## src/design/assert_macros.svh

```systemverilog
// Assertion macros for the RTL of the region set block.
// Define ASSERT_OFF to compile the assertions out.
`ifndef ASSERT_MACROS_SVH
`define ASSERT_MACROS_SVH
`ifndef ASSERT_OFF
// Checked outside reset only.
`define RSIC_ASSERT(lbl, clk, rstn, prop) \
  lbl: assert property (@(posedge clk) disable iff (!rstn) prop) \
    else $error("assertion failed");
// Checked at every edge, reset included.
`define RSIC_ASSERT_ALWAYS(lbl, clk, prop) \
  lbl: assert property (@(posedge clk) prop) else $error("assertion failed");
`else
`define RSIC_ASSERT(lbl, clk, rstn, prop)
`define RSIC_ASSERT_ALWAYS(lbl, clk, prop)
`endif
`endif

```

## src/design/rsic_pkg.sv

```systemverilog
// Package of the region set insert/coalesce block: payload structs,
// result status codes and sequencer states. No dependencies.
`timescale 1ns / 1ps
package rsic_pkg;

  typedef enum logic [1:0] {
    STATUS_OK      = 2'd0,
    STATUS_OVERLAP = 2'd1,
    STATUS_FULL    = 2'd2
  } status_e;

  typedef enum logic [2:0] {
    S_IDLE,
    S_SCAN,
    S_DECIDE,
    S_SHIFT_UP,
    S_SHIFT_DN,
    S_WRNEW,
    S_DONE
  } state_e;

  typedef struct packed {
    logic [31:0] region_start;
    logic [23:0] region_length;
  } in_t;

  typedef struct packed {
    status_e     status;
    logic        merged_previous;
    logic        merged_next;
    logic [6:0]  entry_total;
    logic [31:0] byte_total;
  } out_t;

endpackage

```

## src/design/rsic_mem.sv

```systemverilog
// Region table memory: one write port, one read port, registered read data.
// No dependencies.
`timescale 1ns / 1ps
module rsic_mem #(
  parameter int DEPTH = 64,
  parameter int WIDTH = 64
) (
  input  logic                     clk_i,
  input  logic                     wr_en_i,
  input  logic [$clog2(DEPTH)-1:0] wr_addr_i,
  input  logic [WIDTH-1:0]         wr_data_i,
  input  logic [$clog2(DEPTH)-1:0] rd_addr_i,
  output logic [WIDTH-1:0]         rd_data_o
);

  logic [WIDTH-1:0] mem [DEPTH];

  always_ff @(posedge clk_i) begin
    if (wr_en_i) begin
      mem[wr_addr_i] <= wr_data_i;
    end
  end

  always_ff @(posedge clk_i) begin
    rd_data_o <= mem[rd_addr_i];
  end

endmodule

```

## src/design/region_set_insert_coalesce_core.sv

```systemverilog
// Region set insert/coalesce core: sequencer around the region table memory.
// Depends on rsic_pkg, rsic_mem and assert_macros.svh.
`timescale 1ns / 1ps
`include "assert_macros.svh"
// Keeps up to TABLE_DEPTH disjoint regions (start, length) sorted by start in
// one single-port-read, single-port-write memory with a registered read.
// An offered region is taken only while the sequencer is idle. The table is
// scanned from entry 0, one entry per cycle, up to the first start above the
// new start (insert point i); then the decide state checks overlap, full and
// merge and writes a merged entry or an entry appended past the last one. A
// plain insert shifts entries n-1..i up by one and then writes the new entry,
// a two-sided merge shifts entries i+1..n-1 down by one, one entry per cycle
// with read and write overlapped (n = entries held). An empty table skips the
// scan. Every region ends in the done state, which raises the result, and the
// sequencer then returns to idle before it takes the next region. The result
// sits in an output register, so a new region may be offered while it waits.
// No clearing pass after reset: only entries below the count are ever used.
module region_set_insert_coalesce_core #(
  parameter int TABLE_DEPTH = 64,
  parameter int ADDR_BITS   = 32
) (
  input  logic           clk_i,
  input  logic           rst_ni,
  input  logic           in_valid_i,
  output logic           in_stall_o,
  input  rsic_pkg::in_t  in_data_i,
  output logic           out_valid_o,
  input  logic           out_stall_i,
  output rsic_pkg::out_t out_data_o
);

  localparam int IDX_W = $clog2(TABLE_DEPTH);
  localparam int CNT_W = $clog2(TABLE_DEPTH + 1);
  localparam int ENT_W = ADDR_BITS + 32;
  localparam int CMP_W = ADDR_BITS + 33;

  rsic_pkg::state_e state_q, state_d;

  // item under work
  logic [ADDR_BITS-1:0] pos_q, pos_d;
  logic [23:0]          len_q, len_d;
  // neighbors found by the scan
  logic [ADDR_BITS-1:0] prev_start_q, prev_start_d, next_start_q, next_start_d;
  logic [31:0]          prev_len_q, prev_len_d, next_len_q, next_len_d;
  logic                 has_prev_q, has_prev_d, has_next_q, has_next_d;
  // indices
  logic [IDX_W-1:0]     rd_idx_q, rd_idx_d, src_q, src_d;
  logic [CNT_W-1:0]     ins_q, ins_d;
  // block state
  logic [CNT_W-1:0]     cnt_q, cnt_d;
  logic [31:0]          bytes_q, bytes_d;
  // result
  rsic_pkg::status_e    status_q, status_d;
  logic                 mp_q, mp_d, mn_q, mn_d;
  logic                 out_valid_q, out_valid_d;
  rsic_pkg::out_t       out_data_q, out_data_d;

  // memory ports
  logic                 wr_en;
  logic [IDX_W-1:0]     wr_addr, rd_addr;
  logic [ENT_W-1:0]     wr_data, rd_data;

  rsic_mem #(.DEPTH(TABLE_DEPTH), .WIDTH(ENT_W)) u_mem (
    .clk_i     (clk_i),
    .wr_en_i   (wr_en),
    .wr_addr_i (wr_addr),
    .wr_data_i (wr_data),
    .rd_addr_i (rd_addr),
    .rd_data_o (rd_data)
  );

  // Field views and decide-cycle arithmetic.
  logic [ADDR_BITS+31:0] start_ext;
  logic [ADDR_BITS-1:0]  rd_start, dp, dn;
  logic [31:0]           rd_len;
  logic [CNT_W-1:0]      rd_next;
  logic                  ovl, mp_c, mn_c, full_c;
  logic [33:0]           sum3;
  logic [32:0]           sum_n, sum_p, sum_b;
  logic [31:0]           sat3, sat_n, sat_p, sat_b;
  logic [CNT_W+6:0]      cnt_ext;

  assign start_ext = {{ADDR_BITS{1'b0}}, in_data_i.region_start};
  assign rd_start  = rd_data[ENT_W-1:32];
  assign rd_len    = rd_data[31:0];
  assign rd_next   = CNT_W'(rd_idx_q) + CNT_W'(1);

  assign dp = pos_q - prev_start_q;   // never wraps: prev start <= pos
  assign dn = next_start_q - pos_q;   // never wraps: next start > pos

  assign ovl  = (has_prev_q && (CMP_W'(dp) < CMP_W'(prev_len_q))) ||
                (has_next_q && (CMP_W'(len_q) > CMP_W'(dn)));
  assign mn_c = !ovl && has_next_q && (CMP_W'(len_q) == CMP_W'(dn));
  assign mp_c = !ovl && has_prev_q && (CMP_W'(dp) == CMP_W'(prev_len_q));
  assign full_c = !mn_c && !mp_c && (cnt_q >= CNT_W'(TABLE_DEPTH));

  assign sum3  = 34'(prev_len_q) + 34'(len_q) + 34'(next_len_q);
  assign sum_n = 33'(next_len_q) + 33'(len_q);
  assign sum_p = 33'(prev_len_q) + 33'(len_q);
  assign sum_b = 33'(bytes_q) + 33'(len_q);
  assign sat3  = (sum3[33:32] != 2'b00) ? 32'hFFFF_FFFF : sum3[31:0];
  assign sat_n = sum_n[32] ? 32'hFFFF_FFFF : sum_n[31:0];
  assign sat_p = sum_p[32] ? 32'hFFFF_FFFF : sum_p[31:0];
  assign sat_b = sum_b[32] ? 32'hFFFF_FFFF : sum_b[31:0];

  assign cnt_ext = {7'd0, cnt_q};

  always_comb begin
    state_d      = state_q;
    pos_d        = pos_q;
    len_d        = len_q;
    prev_start_d = prev_start_q;
    prev_len_d   = prev_len_q;
    next_start_d = next_start_q;
    next_len_d   = next_len_q;
    has_prev_d   = has_prev_q;
    has_next_d   = has_next_q;
    rd_idx_d     = rd_idx_q;
    src_d        = src_q;
    ins_d        = ins_q;
    cnt_d        = cnt_q;
    bytes_d      = bytes_q;
    status_d     = status_q;
    mp_d         = mp_q;
    mn_d         = mn_q;
    out_data_d   = out_data_q;
    out_valid_d  = out_valid_q && out_stall_i;
    wr_en        = 1'b0;
    wr_addr      = '0;
    wr_data      = '0;
    rd_addr      = '0;

    unique case (state_q)
      rsic_pkg::S_IDLE: begin
        if (in_valid_i) begin
          pos_d      = start_ext[ADDR_BITS-1:0];
          len_d      = in_data_i.region_length;
          has_prev_d = 1'b0;
          has_next_d = 1'b0;
          rd_idx_d   = '0;
          ins_d      = '0;
          state_d    = (cnt_q == '0) ? rsic_pkg::S_DECIDE : rsic_pkg::S_SCAN;
        end
      end
      rsic_pkg::S_SCAN: begin
        if (rd_start <= pos_q) begin
          prev_start_d = rd_start;
          prev_len_d   = rd_len;
          has_prev_d   = 1'b1;
          if (rd_next < cnt_q) begin
            rd_addr  = rd_next[IDX_W-1:0];
            rd_idx_d = rd_next[IDX_W-1:0];
          end else begin
            ins_d   = cnt_q;
            state_d = rsic_pkg::S_DECIDE;
          end
        end else begin
          next_start_d = rd_start;
          next_len_d   = rd_len;
          has_next_d   = 1'b1;
          ins_d        = CNT_W'(rd_idx_q);
          state_d      = rsic_pkg::S_DECIDE;
        end
      end
      rsic_pkg::S_DECIDE: begin
        mp_d    = 1'b0;
        mn_d    = 1'b0;
        state_d = rsic_pkg::S_DONE;
        if (ovl) begin
          status_d = rsic_pkg::STATUS_OVERLAP;
        end else if (full_c) begin
          status_d = rsic_pkg::STATUS_FULL;
        end else begin
          status_d = rsic_pkg::STATUS_OK;
          mp_d     = mp_c;
          mn_d     = mn_c;
          bytes_d  = sat_b;
          if (mn_c && mp_c) begin
            // previous entry swallows the region and the next entry
            wr_en   = 1'b1;
            wr_addr = IDX_W'(ins_q - CNT_W'(1));
            wr_data = {prev_start_q, sat3};
            cnt_d   = cnt_q - CNT_W'(1);
            if ((ins_q + CNT_W'(1)) < cnt_q) begin
              rd_addr = IDX_W'(ins_q + CNT_W'(1));
              src_d   = IDX_W'(ins_q + CNT_W'(1));
              state_d = rsic_pkg::S_SHIFT_DN;
            end
          end else if (mn_c) begin
            wr_en   = 1'b1;
            wr_addr = ins_q[IDX_W-1:0];
            wr_data = {pos_q, sat_n};
          end else if (mp_c) begin
            wr_en   = 1'b1;
            wr_addr = IDX_W'(ins_q - CNT_W'(1));
            wr_data = {prev_start_q, sat_p};
          end else begin
            cnt_d = cnt_q + CNT_W'(1);
            if (ins_q < cnt_q) begin
              rd_addr = IDX_W'(cnt_q - CNT_W'(1));
              src_d   = IDX_W'(cnt_q - CNT_W'(1));
              state_d = rsic_pkg::S_SHIFT_UP;
            end else begin
              wr_en   = 1'b1;
              wr_addr = ins_q[IDX_W-1:0];
              wr_data = {pos_q, 32'(len_q)};
            end
          end
        end
      end
      rsic_pkg::S_SHIFT_UP: begin
        wr_en   = 1'b1;
        wr_addr = IDX_W'(src_q + 1'b1);
        wr_data = rd_data;
        if (CNT_W'(src_q) == ins_q) begin
          state_d = rsic_pkg::S_WRNEW;
        end else begin
          rd_addr = IDX_W'(src_q - 1'b1);
          src_d   = IDX_W'(src_q - 1'b1);
        end
      end
      rsic_pkg::S_SHIFT_DN: begin
        wr_en   = 1'b1;
        wr_addr = IDX_W'(src_q - 1'b1);
        wr_data = rd_data;
        // count is already reduced: old last index equals new count
        if (CNT_W'(src_q) == cnt_q) begin
          state_d = rsic_pkg::S_DONE;
        end else begin
          rd_addr = IDX_W'(src_q + 1'b1);
          src_d   = IDX_W'(src_q + 1'b1);
        end
      end
      rsic_pkg::S_WRNEW: begin
        wr_en   = 1'b1;
        wr_addr = ins_q[IDX_W-1:0];
        wr_data = {pos_q, 32'(len_q)};
        state_d = rsic_pkg::S_DONE;
      end
      rsic_pkg::S_DONE: begin
        if (!out_valid_q || !out_stall_i) begin
          out_valid_d                = 1'b1;
          out_data_d.status          = status_q;
          out_data_d.merged_previous = mp_q;
          out_data_d.merged_next     = mn_q;
          out_data_d.entry_total     = cnt_ext[6:0];
          out_data_d.byte_total      = bytes_q;
          state_d                    = rsic_pkg::S_IDLE;
        end
      end
      default: state_d = rsic_pkg::S_IDLE;
    endcase
  end

  always_ff @(posedge clk_i or negedge rst_ni) begin
    if (!rst_ni) begin
      state_q     <= rsic_pkg::S_IDLE;
      cnt_q       <= '0;
      bytes_q     <= '0;
      out_valid_q <= 1'b0;
    end else begin
      state_q     <= state_d;
      cnt_q       <= cnt_d;
      bytes_q     <= bytes_d;
      out_valid_q <= out_valid_d;
    end
  end

  always_ff @(posedge clk_i) begin
    pos_q        <= pos_d;
    len_q        <= len_d;
    prev_start_q <= prev_start_d;
    prev_len_q   <= prev_len_d;
    next_start_q <= next_start_d;
    next_len_q   <= next_len_d;
    has_prev_q   <= has_prev_d;
    has_next_q   <= has_next_d;
    rd_idx_q     <= rd_idx_d;
    src_q        <= src_d;
    ins_q        <= ins_d;
    status_q     <= status_d;
    mp_q         <= mp_d;
    mn_q         <= mn_d;
    out_data_q   <= out_data_d;
  end

  assign in_stall_o  = (state_q != rsic_pkg::S_IDLE);
  assign out_valid_o = out_valid_q;
  assign out_data_o  = out_data_q;

  // table never holds more than its depth
  `RSIC_ASSERT_ALWAYS(a_cnt_bound, clk_i, cnt_q <= CNT_W'(TABLE_DEPTH))
  // a fresh result only comes out of the done state
  `RSIC_ASSERT(a_res_src, clk_i, rst_ni, $rose(out_valid_q) |-> $past(state_q == rsic_pkg::S_DONE))
  // an accepted region always starts work
  `RSIC_ASSERT(a_acc_busy, clk_i, rst_ni, (in_valid_i && !in_stall_o) |=> (state_q != rsic_pkg::S_IDLE))
  // upward shift never passes the insert point
  `RSIC_ASSERT(a_shift_up, clk_i, rst_ni, (state_q == rsic_pkg::S_SHIFT_UP) |-> (CNT_W'(src_q) >= ins_q))

endmodule

```

## config.mk

```make
export PLATFORM = sky130hd
export DESIGN_NAME = region_set_insert_coalesce_core
export DESIGN_NICKNAME = d
export VERILOG_FILES = /design/src/design/rsic_pkg.sv /design/src/design/rsic_mem.sv /design/src/design/region_set_insert_coalesce_core.sv
export VERILOG_INCLUDE_DIRS = /design/src /design/src/design
export SDC_FILE = /design/constraint.sdc
export NUM_CORES = 2
export LEC_CHECK = 0
export BUFFER_PORTS_ARGS = -buffer_cell sky130_fd_sc_hd__buf_4
export CAP_MARGIN = 40
export CORE_ASPECT_RATIO = 1.75
export CORE_MARGIN = 4
export CORE_UTILIZATION = 45
export DETAILED_ROUTE_END_ITERATION = 8
export PLACE_DENSITY = 0.61
export SKIP_LAST_GASP = 1
export SLEW_MARGIN = 20
export SYNTH_ARGS = -nofsm -noshare
export SYNTH_HDL_FRONTEND = slang
export SYNTH_SLANG_ARGS = --single-unit
```

## constraint.sdc

```tcl
create_clock -name clk_i -period 17.2 [get_ports clk_i]
set_input_delay 2.58 -clock clk_i [delete_from_list [all_inputs] [get_ports clk_i]]
set_output_delay 2.58 -clock clk_i [all_outputs]
set_load 0.02 [all_outputs]
```

# After elaboration in Yosys (flattened, before gate mapping)
# Memory sizes are Yosys's and may differ from the RTL's. A register that Yosys moved wholly into a read port is not among the register bits.
# Cells that the tools add are included.
# classes
add_sub_neg	14
n_bitwise	3
magnitude_cmp	7
n_mux	83
n_reduce_logical	38
n_eq_ne	28
# ops
op	count
$mux W64	6
$pmux W64 S3	1
$mux W6	29
$add A32 B24 Y33	4
$mux W32	4
$sub A32 B32 Y32	2
$pmux W6 S4	2
$mux W7	6
$mux W3	12
$add A33 B32 Y34	1
$eq A24 B32 Y1	1
$eq A32 B32 Y1	1
$gt A24 B32 Y1	1
$le A32 B32 Y1	1
$lt A32 B32 Y1	1
$ne A2 B2 Y1 const B	11
$lt A7 B7 Y1	3
$pmux W3 S7	1
$pmux W6 S3	1
$ne A3 B3 Y1 const B	5
$add A7 B1 Y7 const B	2
$eq A6 B7 Y1	2
$pmux W7 S2	1
$mux W1	13
other kinds (27)	62
# totals
n_memories	1
ff_bits	295
mem_bits_rw	4096
output_inout_bits	45
# mem_list
memory	words	width	rd	rd_ports_with_merged_regs	write_ports	line_no	rtl
u_mem.mem	64	64	1	1	1	rsic_mem.sv:16	logic [WIDTH-1:0] mem [DEPTH];

# Logic depth before layout (Yosys ltp)
# logic_depth
word_depth	15
mapped_depth	46
depth_no_buf	40

# Hierarchy
# Synthesis repeated with hierarchy kept, for this count alone.
# unflattened
hier_cells	9423
hier_area_um2	181739.3
# by_module_without_submodules
module	instances	area_each_um2	cells_each
rsic_mem	1	156888.0	6812
region_set_insert_coalesce_core	1	24851.3	2611

# Least setup slack after synthesis
# OpenSTA, ideal clock, no wires.
# synth_timing
path_type	reg2reg
start	register pos_q[0]
end	memory u_mem.mem[0][19] (data pin)
n_path_buf	5
path_stages_with_launch	36
synth_period_minus_slack_ns	11.117
t_required_ns	16.294
path_slack_ns	6.083
setup_time_ns	0.906
arrival_ns	10.211
cell_sequence	edfxtp_1 inv_1 ha_1 inv_1 fa_1 a21o_1 a21oi_1 nor2b_1 o21ai_0 a2111oi_0 o31a_1 a41o_1 o211ai_1 a311oi_1 o21ai_0 nand2b_1 a21oi_1 o21bai_1 a21oi_1 xnor2_1 ha_1 nand3_1 nor2_1 and4_1 a31oi_2 or4_1 buf_4 clkbuf_1 ha_1 nand2_1 and3_1 nand2_2 buf_4 clkbuf_1 clkbuf_1 o41ai_1
# synth_between
elab_chain_cells	13
elab_cells_between_ends	25
cone_classes	add/sub: 2; order compare: 2; eq/ne: 2; mux: 6; reduce/logical: 13
# synth_rtl
element	line_no	rtl
start, declared	region_set_insert_coalesce_core.sv:40	logic [ADDR_BITS-1:0] pos_q, pos_d;
start signal, assigned	region_set_insert_coalesce_core.sv:270	pos_q <= pos_d;
$sub A32 B32 Y32, on equally long branches	region_set_insert_coalesce_core.sv:88, region_set_insert_coalesce_core.sv:89	
$lt A32 B32 Y1 / $gt A24 B32 Y1 (equally long branches)	region_set_insert_coalesce_core.sv:91, region_set_insert_coalesce_core.sv:92	
$logic_and A1 B1 Y1, on equally long branches	region_set_insert_coalesce_core.sv:91, region_set_insert_coalesce_core.sv:92	
$logic_or A1 B1 Y1	region_set_insert_coalesce_core.sv:91	assign ovl = (has_prev_q && (CMP_W'(dp) < CMP_W'(prev_len_q))) ||
$logic_not A1 Y1	region_set_insert_coalesce_core.sv:93, region_set_insert_coalesce_core.sv:94	
$logic_and A1 B1 Y1, on equally long branches (2 in series)	region_set_insert_coalesce_core.sv:94, region_set_insert_coalesce_core.sv:93	
$mux W64 / $logic_not A1 Y1 (equally long branches)	region_set_insert_coalesce_core.sv:193, region_set_insert_coalesce_core.sv:95	
$mux W64 / $logic_and A1 B1 Y1 (equally long branches)	region_set_insert_coalesce_core.sv:189, region_set_insert_coalesce_core.sv:95	
$mux W64 / $logic_and A1 B1 Y1 (equally long branches)	region_set_insert_coalesce_core.sv:178, region_set_insert_coalesce_core.sv:95	
$mux W64	region_set_insert_coalesce_core.sv:171	end else if (full_c) begin
$mux W64 *	region_set_insert_coalesce_core.sv:169	if (ovl) begin
$pmux W64 S3 *	region_set_insert_coalesce_core.sv:133	unique case (state_q)
via u_mem.wr_data_i[19]	rsic_mem.sv:11	input logic [WIDTH-1:0] wr_data_i,
end, declared	rsic_mem.sv:16	
# The timed path passes the listed nets; every way through them passes the cells marked *.

# Final worst setup path
# layout_timing
start	register pos_q[0]
end	register u_mem.rd_data_o[46], read port of u_mem.mem
# layout_between
elab_chain_cells	13
elab_cells_between_ends	27
cone_classes	add/sub: 2; order compare: 3; eq/ne: 2; mux: 7; reduce/logical: 13
# layout_rtl
element	line_no	rtl
$sub A32 B32 Y32, on equally long branches	region_set_insert_coalesce_core.sv:88, region_set_insert_coalesce_core.sv:89	
$lt A32 B32 Y1 / $gt A24 B32 Y1 (equally long branches)	region_set_insert_coalesce_core.sv:91, region_set_insert_coalesce_core.sv:92	
$logic_and A1 B1 Y1, on equally long branches	region_set_insert_coalesce_core.sv:91, region_set_insert_coalesce_core.sv:92	
$logic_or A1 B1 Y1	region_set_insert_coalesce_core.sv:91	
$logic_not A1 Y1	region_set_insert_coalesce_core.sv:94	assign mp_c = !ovl && has_prev_q && (CMP_W'(dp) == CMP_W'(prev_len_q));
$logic_and A1 B1 Y1	region_set_insert_coalesce_core.sv:94	
$logic_and A1 B1 Y1 *	region_set_insert_coalesce_core.sv:94	
via mp_c	region_set_insert_coalesce_core.sv:77	logic ovl, mp_c, mn_c, full_c;
$mux W6 / $logic_not A1 Y1 (equally long branches)	region_set_insert_coalesce_core.sv:193, region_set_insert_coalesce_core.sv:95	
$mux W6 / $logic_and A1 B1 Y1 (equally long branches)	region_set_insert_coalesce_core.sv:189, region_set_insert_coalesce_core.sv:95	
$mux W6 / $logic_and A1 B1 Y1 (equally long branches)	region_set_insert_coalesce_core.sv:178, region_set_insert_coalesce_core.sv:95	
$mux W6 *	region_set_insert_coalesce_core.sv:171	
$mux W6 *	region_set_insert_coalesce_core.sv:169	
$pmux W6 S4 *	region_set_insert_coalesce_core.sv:133	
end, declared	rsic_mem.sv:13	output logic [WIDTH-1:0] rd_data_o
# Marked as above.
# A chain may end at the register's enable or synchronous reset.

==> run metrics <==
Final TNS setup 0 ns; vias in the first global route 106000; Worst Setup Start Kind flip-flop; vias per std cell 6.454; Setup Buffers After CTS 0; met3 WL 49980 µm; Lkg Pwr 68.01 nW; unrepaired setup endpoints after global routing false; total grt overflow 0; WS Path Type reg2reg; top sig layer met4; clk_lat worst skew 1.05 ns; Final Hold Vio Count 0; clock buffer depth 4; Max IR drop VDD 222.8 µV; CTS root buffer clkbuf_16; DR WL/cell 35.36 µm; clock share of power 22.6%; # rows 309; CP arrival 13.28 ns; CP Max Fanout 45; GPL Wtd Cong 0.9165; critical path's largest stage delay 0.67 ns; Avg Cell Area, Syn 16.92 µm²; Ys Warns 0; Final min period 12.46 ns; Hold WC Path Type reg2reg; synth top area cells edfxtp_1 72%, mux4_2 5.1%, mux2i_1 4.6%; layout cells sized above 1 15.19%; CTS tree built; post-synthesis sequential area ratio 72.80%; antenna violation net count after detailed routing 0; Comb pwr share 37.5%; sw frac 37.50%; synth unique cells 90; Synth Net Count 11170; Mapped Cells 10790; post-cts repair resize count 0; DRC 0; Async S/R FF share, synth 0.9652%; clock sink count 4455; top cell type's share of synthesized area 71.51%; worst rel slew slack 21.19%; WL met1 203900 µm; H-tree Lvls 5; Die Span X 489.5 µm; sw power 0.01471 W; largest net degree at the start of global routing 161; area delta synth->final 12.68%; RR Startpoint pos_q[0]$_DFFE_PP_; clk_skew 0.1297 ns; WL met2 297600 µm; via count 107700; Slew Viols, Final 0; Hold Buf Count CTS 0; #FFs+latches synth 4455; Post-synth EDFFs 4348; DR pass1 iterations 8; Critical Path Sink Type flip-flop; worst hold path depth 0; ys flop type edfxtp_1; first-pass GRT wire length 812800 µm; top achievable clock speed 0.08024 GHz; Max Cap Viol 0; Initial Util 45.15%; Layout Nets 11450; port bufs 104; total track usage 27.65%; Die Area 416400 µm²; setup violators final 0; share of power burned in registers 39.9%; CTS clock-pin slew for the worst setup and hold paths 0.07 ns; Least-Margin Pin Slew 1.182 ns; Num CTS Buffers 385; Pint 0.02453 W; reg2reg path depth 43; core box area 404400 µm²; beginning of the critical path pos_q[0]$_DFFE_PP_; Slowest cell on crit path nor4_1; initial antenna violation count 14; Required @ worst endpoint 18.02 ns; first-iteration detailed-routing DRC count 13230; run status finished, final reports clean; Tcrit/Tclk final 72.45%; Chip Height 850.7 µm; IO Count 105; Cell Pwr Density 190.7 nW/µm²; Hold Crit Start mp_q$_SDFFCE_PP0P_; final total power 0.03924 W; area leader, netlist edfxtp_1; Detailed Route WL 590100 µm; Cell Area, Synth 182600 µm²; Final HPWL DP 338100 µm; Post-Place Cells 15950; Final Non-Filler Cells 16690
==> critical path, delay by kind of cell, from the launching register on <==
family / cells / cell delay (ns)
adders and majority gates: 4 / 1.26
AOI/OAI and AO/OA: 19 / 5.13
and+or+nand+nor: 11 / 2.23
buffers and inverters: 8 / 2.68
DFF: 1 / 0.48
xor gates and xnor gates: 1 / 0.16
==> metrics by stage <==
step / util, % / setup WS [ns] / hold slack, ns / area [µm²]
after floorplan: - / 6.083 / 0.4003 / 182600
after global placement: 47.21 / 3.500 / 0.4132 / 190900
after detailed placement: 47.66 / 4.992 / 0.4196 / 192800
after CTS: 50.79 / 4.923 / 0.4287 / 205400
after global routing: 50.87 / 4.244 / 0.4495 / 205700
final: 50.87 / 4.738 / 0.4288 / 205700
==> synth_stat cells, types with 120 or more instances <==
cell and n:
edfxtp_1 4348, mux2i_1 839, nand2_1 779, a21oi_1 711, a221oi_1 462, mux4_2 410
ha_1 290, buf_2 280, nor2_1 272, clkbuf_1 233, a22oi_1 214, inv_1 178
o21ai_0 143, nand3_1 124, nor4_1 120
==> placed cells by master, fill, tap and decap left out, types with 38 or more instances in the layout <==
| master | netlist | final |
|---|---|---|
| nor2_1 | 272 | 205 |
| nand2_1 | 779 | 767 |
| a211oi_1 | 58 | 57 |
| or3_1 | 39 | 39 |
| o21ai_4 | 0 | 38 |
| o21ai_0 | 143 | 106 |
| clkinv_2 | 0 | 75 |
| buf_4 | 43 | 364 |
| edfxtp_1 | 4348 | 4348 |
| clkbuf_16 | 0 | 389 |
| a31oi_1 | 46 | 46 |
| buf_12 | 0 | 75 |
| nor3_1 | 71 | 70 |
| ha_1 | 290 | 290 |
| nand3_1 | 124 | 119 |
| a21o_1 | 77 | 76 |
| xor2_1 | 73 | 73 |
| mux2i_1 | 839 | 839 |
| nor4_1 | 120 | 114 |
| mux4_2 | 410 | 410 |
| dfxtp_1 | 64 | 64 |
| xnor2_1 | 105 | 105 |
| clkbuf_1 | 233 | 75 |
| and3_1 | 49 | 46 |
| dfrtp_1 | 43 | 43 |
| mux2_2 | 41 | 41 |
| a21oi_1 | 711 | 709 |
| nor2_4 | 0 | 66 |
| inv_1 | 178 | 177 |
| a221oi_1 | 462 | 462 |
| clkinv_1 | 0 | 59 |
| a22o_1 | 72 | 72 |
| nand4_1 | 100 | 100 |
| a22oi_1 | 214 | 214 |
| buf_16 | 0 | 43 |
==> kinds of logic after synthesis <==
family,Yosys count,share of synthesized area [%]
xor+xnor,178,0.8538
buf+inv,791,1.982
flops,4455,72.80
mux,1290,9.909
fa+ha+maj,320,2.316
simple gates,1684,4.246
compound gates,2075,7.895
==> power groups by stage <==
stage	clock network [W]	registers, W	logic, W
floorplan	0	0.0158	0.00898
global placement	0	0.0159	0.0139
detailed placement	0	0.0159	0.0145
CTS	0.00896	0.0156	0.0145
global route	0.00940	0.0157	0.0155
finish	0.00885	0.0157	0.0147
==> final cells by class <==
cell class                      instances  area (µm²)
Tap cell                             5287        6615
Antenna cell                           10       25.02
Clock inverter                        220        2248
Multi-Input combinational cell       5547       47260
Fill cell                           32520      198700
Sequential cell                      4455      132900
Timing Repair Buffer                  501        5593
Clock buffer                          492       10400
Inverter                              179       674.4
==> state kept, by name, indices dropped and copies added, names as in the netlist, 24 cells and up <==
signal	cells
next_len_q	32
prev_len_q	32
out_data_o	43
u_mem.mem	4096
bytes_q	32
prev_start_q	32
u_mem.rd_data_o	64
pos_q	32
next_start_q	32
len_q	24
==> path summary, 6_finish.rpt <==
check / end / slack [ns]
max: u_mem.rd_data_o[46]$_DFF_P_ / 4.74
min: out_data_o[40]$_DFFE_PP_ / 0.43
max reg2reg: u_mem.rd_data_o[46]$_DFF_P_ / 4.74
min reg2reg: out_data_o[40]$_DFFE_PP_ / 0.43
max in group asynchronous: bytes_q[3]$_DFFE_PN0P_ / 15.08
min in group asynchronous: state_q[2]$_DFFE_PN0P_ / 1.63
==> routing by layer <==
| layer | track usage, % | vias to the layer above |
|---|---|---|
| met5 | 0 | - |
| met4 | 15.48 | 0 |
| met3 | 4.491 | 1470 |
| met2 | 47.49 | 5835 |
| met1 | 33.04 | 56360 |
| li1 | - | 44050 |
No activity file was read; power rests on OpenSTA's default activity.
